[src/hdl/mcc_pkg.sv]
`timescale 1ns / 1ps
`default_nettype none

package mcc_pkg;

  // Fixed widths of the port fields
  localparam int NUM_ATTR_PORTS  = 8;
  localparam int ATTR_PORT_BITS  = 4;
  localparam int SLOT_PORT_BITS  = 6;
  localparam int LEVEL_PORT_BITS = 3;
  localparam int COUNT_BITS      = 4;

  // Scratch width for zero-extending a field before trimming it to a parameter width
  localparam int WIDE_BITS = 8;

  localparam logic [COUNT_BITS-1:0] COUNT_RESET = 4'd8;

  // Command codes
  localparam logic CMD_LOAD     = 1'b0;
  localparam logic CMD_CLASSIFY = 1'b1;

  // Control from the sequencer to the match unit
  typedef struct packed {
    logic clear;  // latch a new point, zero the running result
    logic take;   // fold the clause word on the read port into the result
  } acc_ctl_t;

endpackage

`default_nettype wire

[src/hdl/monotone_clause_classifier.sv]
// Monotone clause classifier.
// Input channel (in_valid/in_ready) carries one word: cmd, slot_index,
// clause_level and attr_0..attr_7. A load word (cmd 0) writes one clause
// slot in the cycle it is accepted; the next word can follow at once.
// A classify word (cmd 1) scans every clause slot through the single read
// port of the clause memory, one slot per cycle, and returns one result
// word (point_class, any_match) on the output channel (out_valid/out_ready).
// out_valid rises when the result is loaded in S_DONE after S_SCAN and
// S_TAIL, and in_ready comes back in the same cycle as the result is loaded,
// as the sequencer returns to S_IDLE; the slot scan sets a classify's length.
// The result sits in an output register: while it waits, load words and a
// further classify are still taken; that next classify holds at the end of
// its scan until the receiver takes the waiting result.
// attribute_count is written through cfg_wr_en/cfg_wr_data; the user
// must write it only while idle: the block does not enforce it. After reset
// the block sweeps the clause memory to mark every slot empty, with in_ready
// low meanwhile; attribute_count returns to 8 and any pending result is dropped.
`timescale 1ns / 1ps
`default_nettype none

module monotone_clause_classifier
  import mcc_pkg::*;
#(
  parameter int MAX_ATTRS    = 8,
  parameter int ATTR_BITS    = 4,
  parameter int CLAUSE_SLOTS = 64,
  parameter int CLASS_BITS   = 3
) (
  input  wire logic                       clk,
  input  wire logic                       rst,
  input  wire logic                       cfg_wr_en,
  input  wire logic [COUNT_BITS-1:0]      cfg_wr_data,
  input  wire logic                       in_valid,
  output logic                            in_ready,
  input  wire logic                       cmd,
  input  wire logic [SLOT_PORT_BITS-1:0]  slot_index,
  input  wire logic [LEVEL_PORT_BITS-1:0] clause_level,
  input  wire logic [ATTR_PORT_BITS-1:0]  attr_0,
  input  wire logic [ATTR_PORT_BITS-1:0]  attr_1,
  input  wire logic [ATTR_PORT_BITS-1:0]  attr_2,
  input  wire logic [ATTR_PORT_BITS-1:0]  attr_3,
  input  wire logic [ATTR_PORT_BITS-1:0]  attr_4,
  input  wire logic [ATTR_PORT_BITS-1:0]  attr_5,
  input  wire logic [ATTR_PORT_BITS-1:0]  attr_6,
  input  wire logic [ATTR_PORT_BITS-1:0]  attr_7,
  output logic                            out_valid,
  input  wire logic                       out_ready,
  output logic [LEVEL_PORT_BITS-1:0]      point_class,
  output logic                            any_match
);

  localparam int AW        = (CLAUSE_SLOTS > 1) ? $clog2(CLAUSE_SLOTS) : 1;
  localparam int MIN_BITS  = MAX_ATTRS * ATTR_BITS;
  localparam int WORD_BITS = MIN_BITS + CLASS_BITS;
  localparam logic [AW-1:0] LAST_SLOT = AW'(CLAUSE_SLOTS - 1);

  typedef enum logic [4:0] {
    S_CLEAR = 5'b00001,
    S_IDLE  = 5'b00010,
    S_SCAN  = 5'b00100,
    S_TAIL  = 5'b01000,
    S_DONE  = 5'b10000
  } state_t;

  state_t                   state;
  logic [AW-1:0]            cnt;
  logic                     rd_valid;
  logic [COUNT_BITS-1:0]    attribute_count;

  logic [ATTR_PORT_BITS-1:0] attr_in [NUM_ATTR_PORTS];
  logic [MIN_BITS-1:0]      attr_vec;
  logic [CLASS_BITS-1:0]    level;
  logic [31:0]              slot_wide;
  logic                     slot_ok;
  logic                     in_acc;
  logic                     out_load;

  logic                     wr_en;
  logic [AW-1:0]            wr_addr;
  logic [WORD_BITS-1:0]     wr_data;
  logic [WORD_BITS-1:0]     rd_data;
  logic                     rd_en;

  acc_ctl_t                 ctl;
  logic [CLASS_BITS-1:0]    best;
  logic                     hit;
  logic [WIDE_BITS-1:0]     best_wide;

  assign attr_in = '{attr_0, attr_1, attr_2, attr_3, attr_4, attr_5, attr_6, attr_7};

  // trim the port fields to the stored widths
  always_comb begin
    logic [WIDE_BITS-1:0] ext;
    logic [WIDE_BITS-1:0] lvl_ext;
    ext     = '0;
    lvl_ext = WIDE_BITS'(clause_level);
    for (int a = 0; a < MAX_ATTRS; a++) begin
      ext = WIDE_BITS'(attr_in[a]);
      attr_vec[a*ATTR_BITS +: ATTR_BITS] = ext[ATTR_BITS-1:0];
    end
    level = lvl_ext[CLASS_BITS-1:0];
  end

  assign slot_wide = 32'(slot_index);
  assign slot_ok   = slot_wide < 32'(CLAUSE_SLOTS);

  assign in_ready = (state == S_IDLE);
  assign in_acc   = in_valid && in_ready;
  assign out_load = (state == S_DONE) && (!out_valid || out_ready);

  // memory write: clearing sweep or a load word
  always_comb begin
    if (state == S_CLEAR) begin
      wr_en   = 1'b1;
      wr_addr = cnt;
      wr_data = '0;
    end else begin
      wr_en   = in_acc && (cmd == CMD_LOAD) && slot_ok;
      wr_addr = slot_wide[AW-1:0];
      wr_data = {level, attr_vec};
    end
  end

  assign rd_en = (state == S_SCAN);

  mcc_clause_mem #(
    .DEPTH (CLAUSE_SLOTS),
    .AW    (AW),
    .WIDTH (WORD_BITS)
  ) u_mem (
    .clk     (clk),
    .wr_en   (wr_en),
    .wr_addr (wr_addr),
    .wr_data (wr_data),
    .rd_en   (rd_en),
    .rd_addr (cnt),
    .rd_data (rd_data)
  );

  assign ctl.clear = in_acc && (cmd == CMD_CLASSIFY);
  assign ctl.take  = rd_valid;

  mcc_match_unit #(
    .MAX_ATTRS  (MAX_ATTRS),
    .ATTR_BITS  (ATTR_BITS),
    .CLASS_BITS (CLASS_BITS)
  ) u_match (
    .clk        (clk),
    .rst        (rst),
    .ctl        (ctl),
    .point_in   (attr_vec),
    .attr_count (attribute_count),
    .word       (rd_data),
    .best       (best),
    .hit        (hit)
  );

  // configuration register
  always_ff @(posedge clk) begin
    if (rst) begin
      attribute_count <= COUNT_RESET;
    end else if (cfg_wr_en) begin
      attribute_count <= cfg_wr_data;
    end
  end

  // sequencer
  always_ff @(posedge clk) begin
    if (rst) begin
      state    <= S_CLEAR;
      cnt      <= '0;
      rd_valid <= 1'b0;
    end else begin
      rd_valid <= (state == S_SCAN);
      case (state)
        S_CLEAR: begin
          cnt <= cnt + 1'b1;
          if (cnt == LAST_SLOT) begin
            state <= S_IDLE;
          end
        end
        S_IDLE: begin
          cnt <= '0;
          if (in_acc && (cmd == CMD_CLASSIFY)) begin
            state <= S_SCAN;
          end
        end
        S_SCAN: begin
          cnt <= cnt + 1'b1;
          if (cnt == LAST_SLOT) begin
            state <= S_TAIL;
          end
        end
        S_TAIL: begin
          // last slot word is folded in this cycle
          state <= S_DONE;
        end
        S_DONE: begin
          if (out_load) begin
            state <= S_IDLE;
          end
        end
        default: begin
          state <= S_CLEAR;
          cnt   <= '0;
        end
      endcase
    end
  end

  assign best_wide = WIDE_BITS'(best);

  // output register
  always_ff @(posedge clk) begin
    if (rst) begin
      out_valid <= 1'b0;
    end else if (out_load) begin
      out_valid <= 1'b1;
    end else if (out_ready) begin
      out_valid <= 1'b0;
    end
  end

  always_ff @(posedge clk) begin
    if (out_load) begin
      point_class <= best_wide[LEVEL_PORT_BITS-1:0];
      any_match   <= hit;
    end
  end

endmodule

`default_nettype wire

[src/hdl/mcc_clause_mem.sv]
`timescale 1ns / 1ps
`default_nettype none

module mcc_clause_mem #(
  parameter int DEPTH = 64,
  parameter int AW    = 6,
  parameter int WIDTH = 35
) (
  input  wire logic             clk,
  input  wire logic             wr_en,
  input  wire logic [AW-1:0]    wr_addr,
  input  wire logic [WIDTH-1:0] wr_data,
  input  wire logic             rd_en,
  input  wire logic [AW-1:0]    rd_addr,
  output logic      [WIDTH-1:0] rd_data
);

  logic [WIDTH-1:0] mem [DEPTH];

  // one write port
  always_ff @(posedge clk) begin
    if (wr_en) begin
      mem[wr_addr] <= wr_data;
    end
  end

  // one registered read port
  always_ff @(posedge clk) begin
    if (rd_en) begin
      rd_data <= mem[rd_addr];
    end
  end

endmodule

`default_nettype wire

[src/hdl/mcc_match_unit.sv]
`timescale 1ns / 1ps
`default_nettype none

module mcc_match_unit
  import mcc_pkg::*;
#(
  parameter int MAX_ATTRS  = 8,
  parameter int ATTR_BITS  = 4,
  parameter int CLASS_BITS = 3
) (
  input  wire logic                                    clk,
  input  wire logic                                    rst,
  input  wire acc_ctl_t                                ctl,
  input  wire logic [MAX_ATTRS*ATTR_BITS-1:0]          point_in,
  input  wire logic [COUNT_BITS-1:0]                   attr_count,
  input  wire logic [MAX_ATTRS*ATTR_BITS+CLASS_BITS-1:0] word,
  output logic      [CLASS_BITS-1:0]                   best,
  output logic                                         hit
);

  localparam int MIN_BITS = MAX_ATTRS * ATTR_BITS;

  logic [MIN_BITS-1:0]   point;
  logic [CLASS_BITS-1:0] word_class;
  logic [MAX_ATTRS-1:0]  attr_ok;
  logic                  dominated;

  assign word_class = word[MIN_BITS +: CLASS_BITS];

  // per-attribute compare; attributes at or past the count always pass
  always_comb begin
    for (int a = 0; a < MAX_ATTRS; a++) begin
      attr_ok[a] = (COUNT_BITS'(a) >= attr_count) ||
                   (point[a*ATTR_BITS +: ATTR_BITS] >= word[a*ATTR_BITS +: ATTR_BITS]);
    end
  end

  // class zero marks an empty slot
  assign dominated = (&attr_ok) && (word_class != '0);

  // point latch
  always_ff @(posedge clk) begin
    if (ctl.clear) begin
      point <= point_in;
    end
  end

  // running maximum and match flag
  always_ff @(posedge clk) begin
    if (rst || ctl.clear) begin
      best <= '0;
      hit  <= 1'b0;
    end else if (ctl.take && dominated) begin
      hit <= 1'b1;
      if (word_class > best) begin
        best <= word_class;
      end
    end
  end

endmodule

`default_nettype wire

[config.mk]
export PLATFORM = sky130hd
export DESIGN_NAME = monotone_clause_classifier
export DESIGN_NICKNAME = d
export VERILOG_FILES = /design/src/hdl/mcc_pkg.sv /design/src/hdl/monotone_clause_classifier.sv /design/src/hdl/mcc_clause_mem.sv /design/src/hdl/mcc_match_unit.sv
export SDC_FILE = /design/constraint.sdc
export NUM_CORES = 2
export LEC_CHECK = 0
export BUFFER_PORTS_ARGS = -buffer_cell sky130_fd_sc_hd__buf_4
export CORE_ASPECT_RATIO = 0.6
export CORE_MARGIN = 2
export CORE_UTILIZATION = 25
export DETAILED_ROUTE_END_ITERATION = 12
export MAX_ROUTING_LAYER = met4
export PLACE_DENSITY_LB_ADDON = 0.05
export SKIP_LAST_GASP = 1
export SLEW_MARGIN = 25
export SYNTH_ARGS = -nofsm -noshare
export SYNTH_HDL_FRONTEND = slang
export SYNTH_SLANG_ARGS = --single-unit
[constraint.sdc]
create_clock -name clk -period 18.1 [get_ports clk]
set_input_delay 1.81 -clock clk [delete_from_list [all_inputs] [get_ports clk]]
set_output_delay 1.81 -clock clk [all_outputs]
set_load 0.02 [all_outputs]
---- Word level (Yosys, flattened, before mapping) ----
Memories as Yosys holds them, arrays and structs flattened. A register that Yosys moved wholly into a read port is not among the register bits.
Index checks and enable logic that the tools add are counted.
word-level totals
  register bits after elaboration ......... 57
  memory bits (writable) .................. 2240
  bits of input ports ..................... 51
  output and inout port bits .............. 6
  word-level logic and storage cells ...... 79
  memories ................................ 1
cells by class
  $add $sub $neg .......................... 1
  magnitude comparators ................... 18
  equality and inequality tests ........... 10
  muxes and demuxes ....................... 13
  bitwise logic cells ..................... 1
  reduce and logical (&&, ||, !) cells .... 25
memories
  name       depth  bits a word  read ports  clocked after memory_dff  wr ports  line                  text
  u_mem.mem  64     35           1           1                         1         mcc_clause_mem.sv:18  logic [WIDTH-1:0] mem [DEPTH];
operators with widths
  cell                                                        count
  two-way mux 35 bit                                          1
  >= comparator 4 bit                                         8
  one-hot mux 5 bit (5 select lines)                          1
  two-way mux 5 bit                                           4
  >= comparator 3 x 4 -> 1 bit, first input constant          4
  one-hot mux 6 bit (2 select lines)                          1
  logical OR 1 bit                                            10
  >= comparator 1 x 4 -> 1 bit, first input constant          2
  >= comparator 2 x 4 -> 1 bit, first input constant          2
  AND reduction 8 bit                                         1
  logical AND 1 bit                                           7
  less-than comparator 6 x 7 -> 1 bit, second input constant  1
  adder 6 x 1 -> 6 bit, second input constant                 1
  equality test 6 bit, second input constant                  1
  two-way mux 6 bit                                           1
  inequality test 2 x 1 -> 1 bit, second input constant       3
  equality test 5 x 1 -> 1 bit, second input constant         1
  equality test 5 x 2 -> 1 bit, second input constant         1
  equality test 5 x 3 -> 1 bit, second input constant         1
  equality test 5 x 4 -> 1 bit, second input constant         1
  equality test 5 bit, second input constant                  1
  two-way mux 1 bit                                           5
  AND reduction 4 bit                                         1
  OR reduction 2 bit                                          2
  other kinds (7)                                             7

---- Longest topological paths before layout ----
  depth after elaboration ................. 7
  mapped depth ............................ 11

---- Modules after synthesis ----
From an unflattened synthesis, not the netlist that was laid out.
second synthesis, totals
  cell total of the unflattened synthesis .. 4155
  area, all modules ....................... 89892.5 µm²
modules (own cells, without submodules)
  module                      times used  cells each  area each (µm²)
  mcc_clause_mem              1           3835        86518.0
  mcc_match_unit              1           172         2073.2
  monotone_clause_classifier  1           148         1301.2

---- Least setup slack after synthesis ----
OpenSTA, ideal clock, no wires.
  path type ............................... input to register
  from .................................... in slot_index[1]
  to ...................................... mem u_mem.mem[48][0] (enable)
  library setup time ...................... 0.616 ns
  arrival time ............................ 7.927 ns
  setup slack ............................. 9.557 ns
  cell stages on the path ................. 3
  path buffers ............................ 0
  path through ............................ or3_1 o31a_1 a2111oi_0
on the way
  cells in the longest elaborated chain, start to end .. 5
  elaborated cells between the ends (all ways) .. 6
  classes of those cells .................. order compare (1); mux (4); reduce/logical (1)
ends and longest elaborated chain
  item                                     line                               text
  from (decl)                              monotone_clause_classifier.sv:36   input wire logic [SLOT_PORT_BITS-1:0] slot_index,
  less-than comparator 6 x 7 -> 1 bit      monotone_clause_classifier.sv:105  assign slot_ok = slot_wide < 32'(CLAUSE_SLOTS);
  logical AND 1 bit                        monotone_clause_classifier.sv:118  wr_en = in_acc && (cmd == CMD_LOAD) && slot_ok;
  two-way mux 1 bit                        monotone_clause_classifier.sv:113  if (state == S_CLEAR) begin
  two-way mux 1 bit                        mcc_clause_mem.sv:22               if (wr_en) begin
  two-way mux 1 bit (implied by the code)  mcc_clause_mem.sv:23               mem[wr_addr] <= wr_data;
  to (decl)                                mcc_clause_mem.sv:18
Several ways; a longest one is shown, not always the timed one.

==> summary.md <==
| Metric | Value |
|---|---|
| Status | complete, no violations |
| H-tree levels | 4 |
| Post-CTS setup buffers | 0 |
| Worst slew pin tran | 1.092 ns |
| RSZ-0062 raised after global routing | no |
| Total gr overflow | 0 |
| Gr usage total | 17.89% |
| Router iterations before antenna repair | 5 |
| Largest net degree at the start of global routing | 83 |
| R2R setup slack | 12.95 ns |
| Multi-input gate area | 18820 sq um |
| Number of top-level pins | 57 |
| Slew margin rel. | 27.22% |
| Cell Rows | 169 |
| Library cells used by synthesis | 65 |
| Async set or reset register ratio after synthesis | 0% |
| Warnings, synthesis | 0 |
| Cell count after synthesis | 4053 |
| Syn Nets | 4140 |
| Area share of the largest cell type after synthesis | 77.68% |
| PwrDens | 144.2 nW/um^2 |
| Initial antenna violation count | 22 |
| Wire per inst | 34.74 microns |
| Final setup fails | 0 |
| Critical Path AT | 5.76 ns |
| Vias in the first global route | 44490 |
| Min-delay worst type | flip-flop to flip-flop |
| Initial Util | 25.19% |
| Main synth FF type | edfxtp_1 |
| Crit path to | u_mem.rd_data[12] |
| Maximum fanout along the worst path | 28 |
| Kind of critical path | flip-flop to flip-flop |
| DP Wirelength | 185300 microns |
| Synthesized cell area | 89340 sq um |
| Crit end category | flip-flop |
| Critical Path RT | 18.71 ns |
| Top post-synthesis cells by area | edfxtp_1 (78%), mux4_2 (13%), mux2i_1 (1.8%), a22oi_1 (0.70%), o221ai_1 (0.51%) |
| Clk buf depth | 4 |
| DR DRC count | 0 |
| Worst setup margin | 12.95 ns |
| Detailed Route WL | 320000 microns |
| Power Total | 14.95 mW |
| Most frequent cells in the layout | edfxtp_1 (2311), mux4_2 (501), buf_4 (241) |
| Worst R2R Path Depth | 9 |
| Register area | 69840 sq um |
| Die Area | 362300 sq um |
| Num Clock Sinks | 2332 |
| # fillers | 34370 |
| Die H | 467.0 microns |
| Hold Buf Count CTS | 0 |
| Core ar. | 354600 sq um |
| Final hold vios | 0 |
| Max-slew violations | 0 |
| Hold path start | u_match.hit |
| GP Congestion | 0.7463 |
| Most common cell after layout, fill and taps aside | edfxtp_1 |
| Post-DRT Antenna Nets | 0 |
| CTS Root Cell | clkbuf_16 |
| Final worst-path cycle share | 28.45% |
| Reg-to-reg endpoint | u_mem.rd_data[12] |
| Fin util | 29.22% |
| Area leader, netlist | edfxtp_1 |
| Min cycle time layout | 5.149 ns |
| Clk slew on worst S/H paths | 0.06 ns |
| Worst IR Drop VDD | 95.05 uV |
| CTS Buf Count | 237 |
| Nets | 4409 |
| Worst-Skew Late Latency | 0.91 ns |
| Total number of vias | 43877 |
| CTS resizes | 0 |
| Syn-to-layout area delta | 15.98% |
| CTS tree | built |
| Critical path launch point type | flip-flop |
| Mapped Avg Cell Area | 22.04 sq um |
| Vias per cell | 4.764 |
| Wire length of the first global-routing pass | 426900 microns |
| FF-to-FF Start | cnt[0] |
| Critical Path Source | cnt[0] |
| Max_cap viols | 0 |
| Seq/Total Area, Yosys | 78.15% |
| Clk_skew | 0.06281 ns |
| Worst slack, placed | 12.20 ns |
| Post-synth EDFFs | 2311 |
| Initial DRC count | 4611 |
| Share of layout cells above drive strength 1 | 26.10% |
| Number of buffers added on ports | 56 |
| Lkg Pwr | 31.25 nW |
| Setup TNS Final | 0 ns |
| Max Fclk | 194.2 MHz |
| Width of the die | 775.7 microns |
| Flops & latches, synth | 2332 |
==> synthesized netlist by cell type (9+ instances only) <==
cell type,n
nand2b_1,12
clkbuf_1,88
a2111oi_0,15
nand3_1,16
mux4_2,501
o21ai_0,31
a21oi_1,55
buf_4,24
nor2_1,104
o21ai_1,13
buf_6,23
o221ai_1,52
ha_1,36
nand2_1,73
and2_1,41
a211o_1,9
o22ai_1,23
dfxtp_1,21
edfxtp_1,2311
a211oi_1,28
a22o_1,51
mux2i_1,160
buf_1,20
buf_2,60
a22oi_1,83
a221oi_1,48
inv_1,43
nor2b_1,14
nor3_1,20
==> layout make-up <==
class                      instances  area share (%)
clock inverter                   126          0.8284
timing repair buffer             246           1.814
sequential                      2332           67.40
multi-input combinational       1461           18.17
tap                             4702           5.678
antenna                            6         0.01449
inverter                          44          0.1594
clock buffer                     293           5.936
==> how the worst min path moves through the flow <==
stage	endpoint	cells after the start	slack, ns
2_1_floorplan	any_match	0	0.41
3_3_place_gp	any_match	0	0.42
3_5_place_dp	any_match	0	0.42
4_1_cts	any_match	0	0.45
5_1_grt	any_match	0	0.46
6_report	any_match	0	0.44
==> kinds of logic (layout without fill, tap and decap cells) <==
logic type / after synthesis / in the layout / synth area share, %
other: 0 / 6 / 0
muxes: 661 / 661 / 14.42
DFF: 2332 / 2332 / 78.15
AOI/OAI and AO/OA: 444 / 444 / 3.702
xor gates and xnor gates: 4 / 4 / 0.03922
adders and majority gates: 36 / 36 / 0.5042
buffers and inverters: 260 / 709 / 1.472
and+or+nand+nor: 316 / 316 / 1.710
==> per-stage QoR <==
| stage | area (sq um) | cells | hold WS [ns] |
|---|---|---|---|
| 2_1_floorplan | 89340 | 4053 | 0.4090 |
| 3_3_place_gp | 96560 | 8782 | 0.4227 |
| 3_5_place_dp | 96590 | 8785 | 0.4217 |
| 4_1_cts | 103600 | 9204 | 0.4487 |
| 5_1_grt | 103600 | 9206 | 0.4609 |
| 6_report | 103600 | 9210 | 0.4429 |
==> power by group <==
group          switching (mW)  leakage [nW]  internal, mW  total (mW)
Sequential             0.0708          21.3          6.75        6.82
Combinational            2.26          6.53          1.17        3.44
Clock                    2.16          3.44          2.53        4.69
==> routing by layer <==
layer  global-route usage, %  share of wire, %  vias up
met5                       -                 0        -
met4                   3.308               1.9        0
met3                   3.081               5.2      353
met2                   24.59                41     1139
met1                   27.60                51    24586
li1                        -                 -    17799
==> registers in the layout, summed over array words and instances (netlist names) <==
signal / cells
any_match: 1
attribute_count: 4
cnt: 6
out_valid: 1
point_class: 3
rd_valid: 1
state: 5
u_match.best: 3
u_match.hit: 1
u_match.point: 32
u_mem.mem: 2240
u_mem.rd_data: 35
==> critical path, stage by stage (launching register included) <==
cell	delay (ns)
dfxtp_4	0.72
buf_4	0.52
buf_4	0.62
buf_4	0.67
buf_4	0.57
mux4_2	0.56
a22o_1	0.24
a211oi_1	0.46
a211o_1	0.22
o221ai_1	0.13
Power figures use the tool's default switching activity.
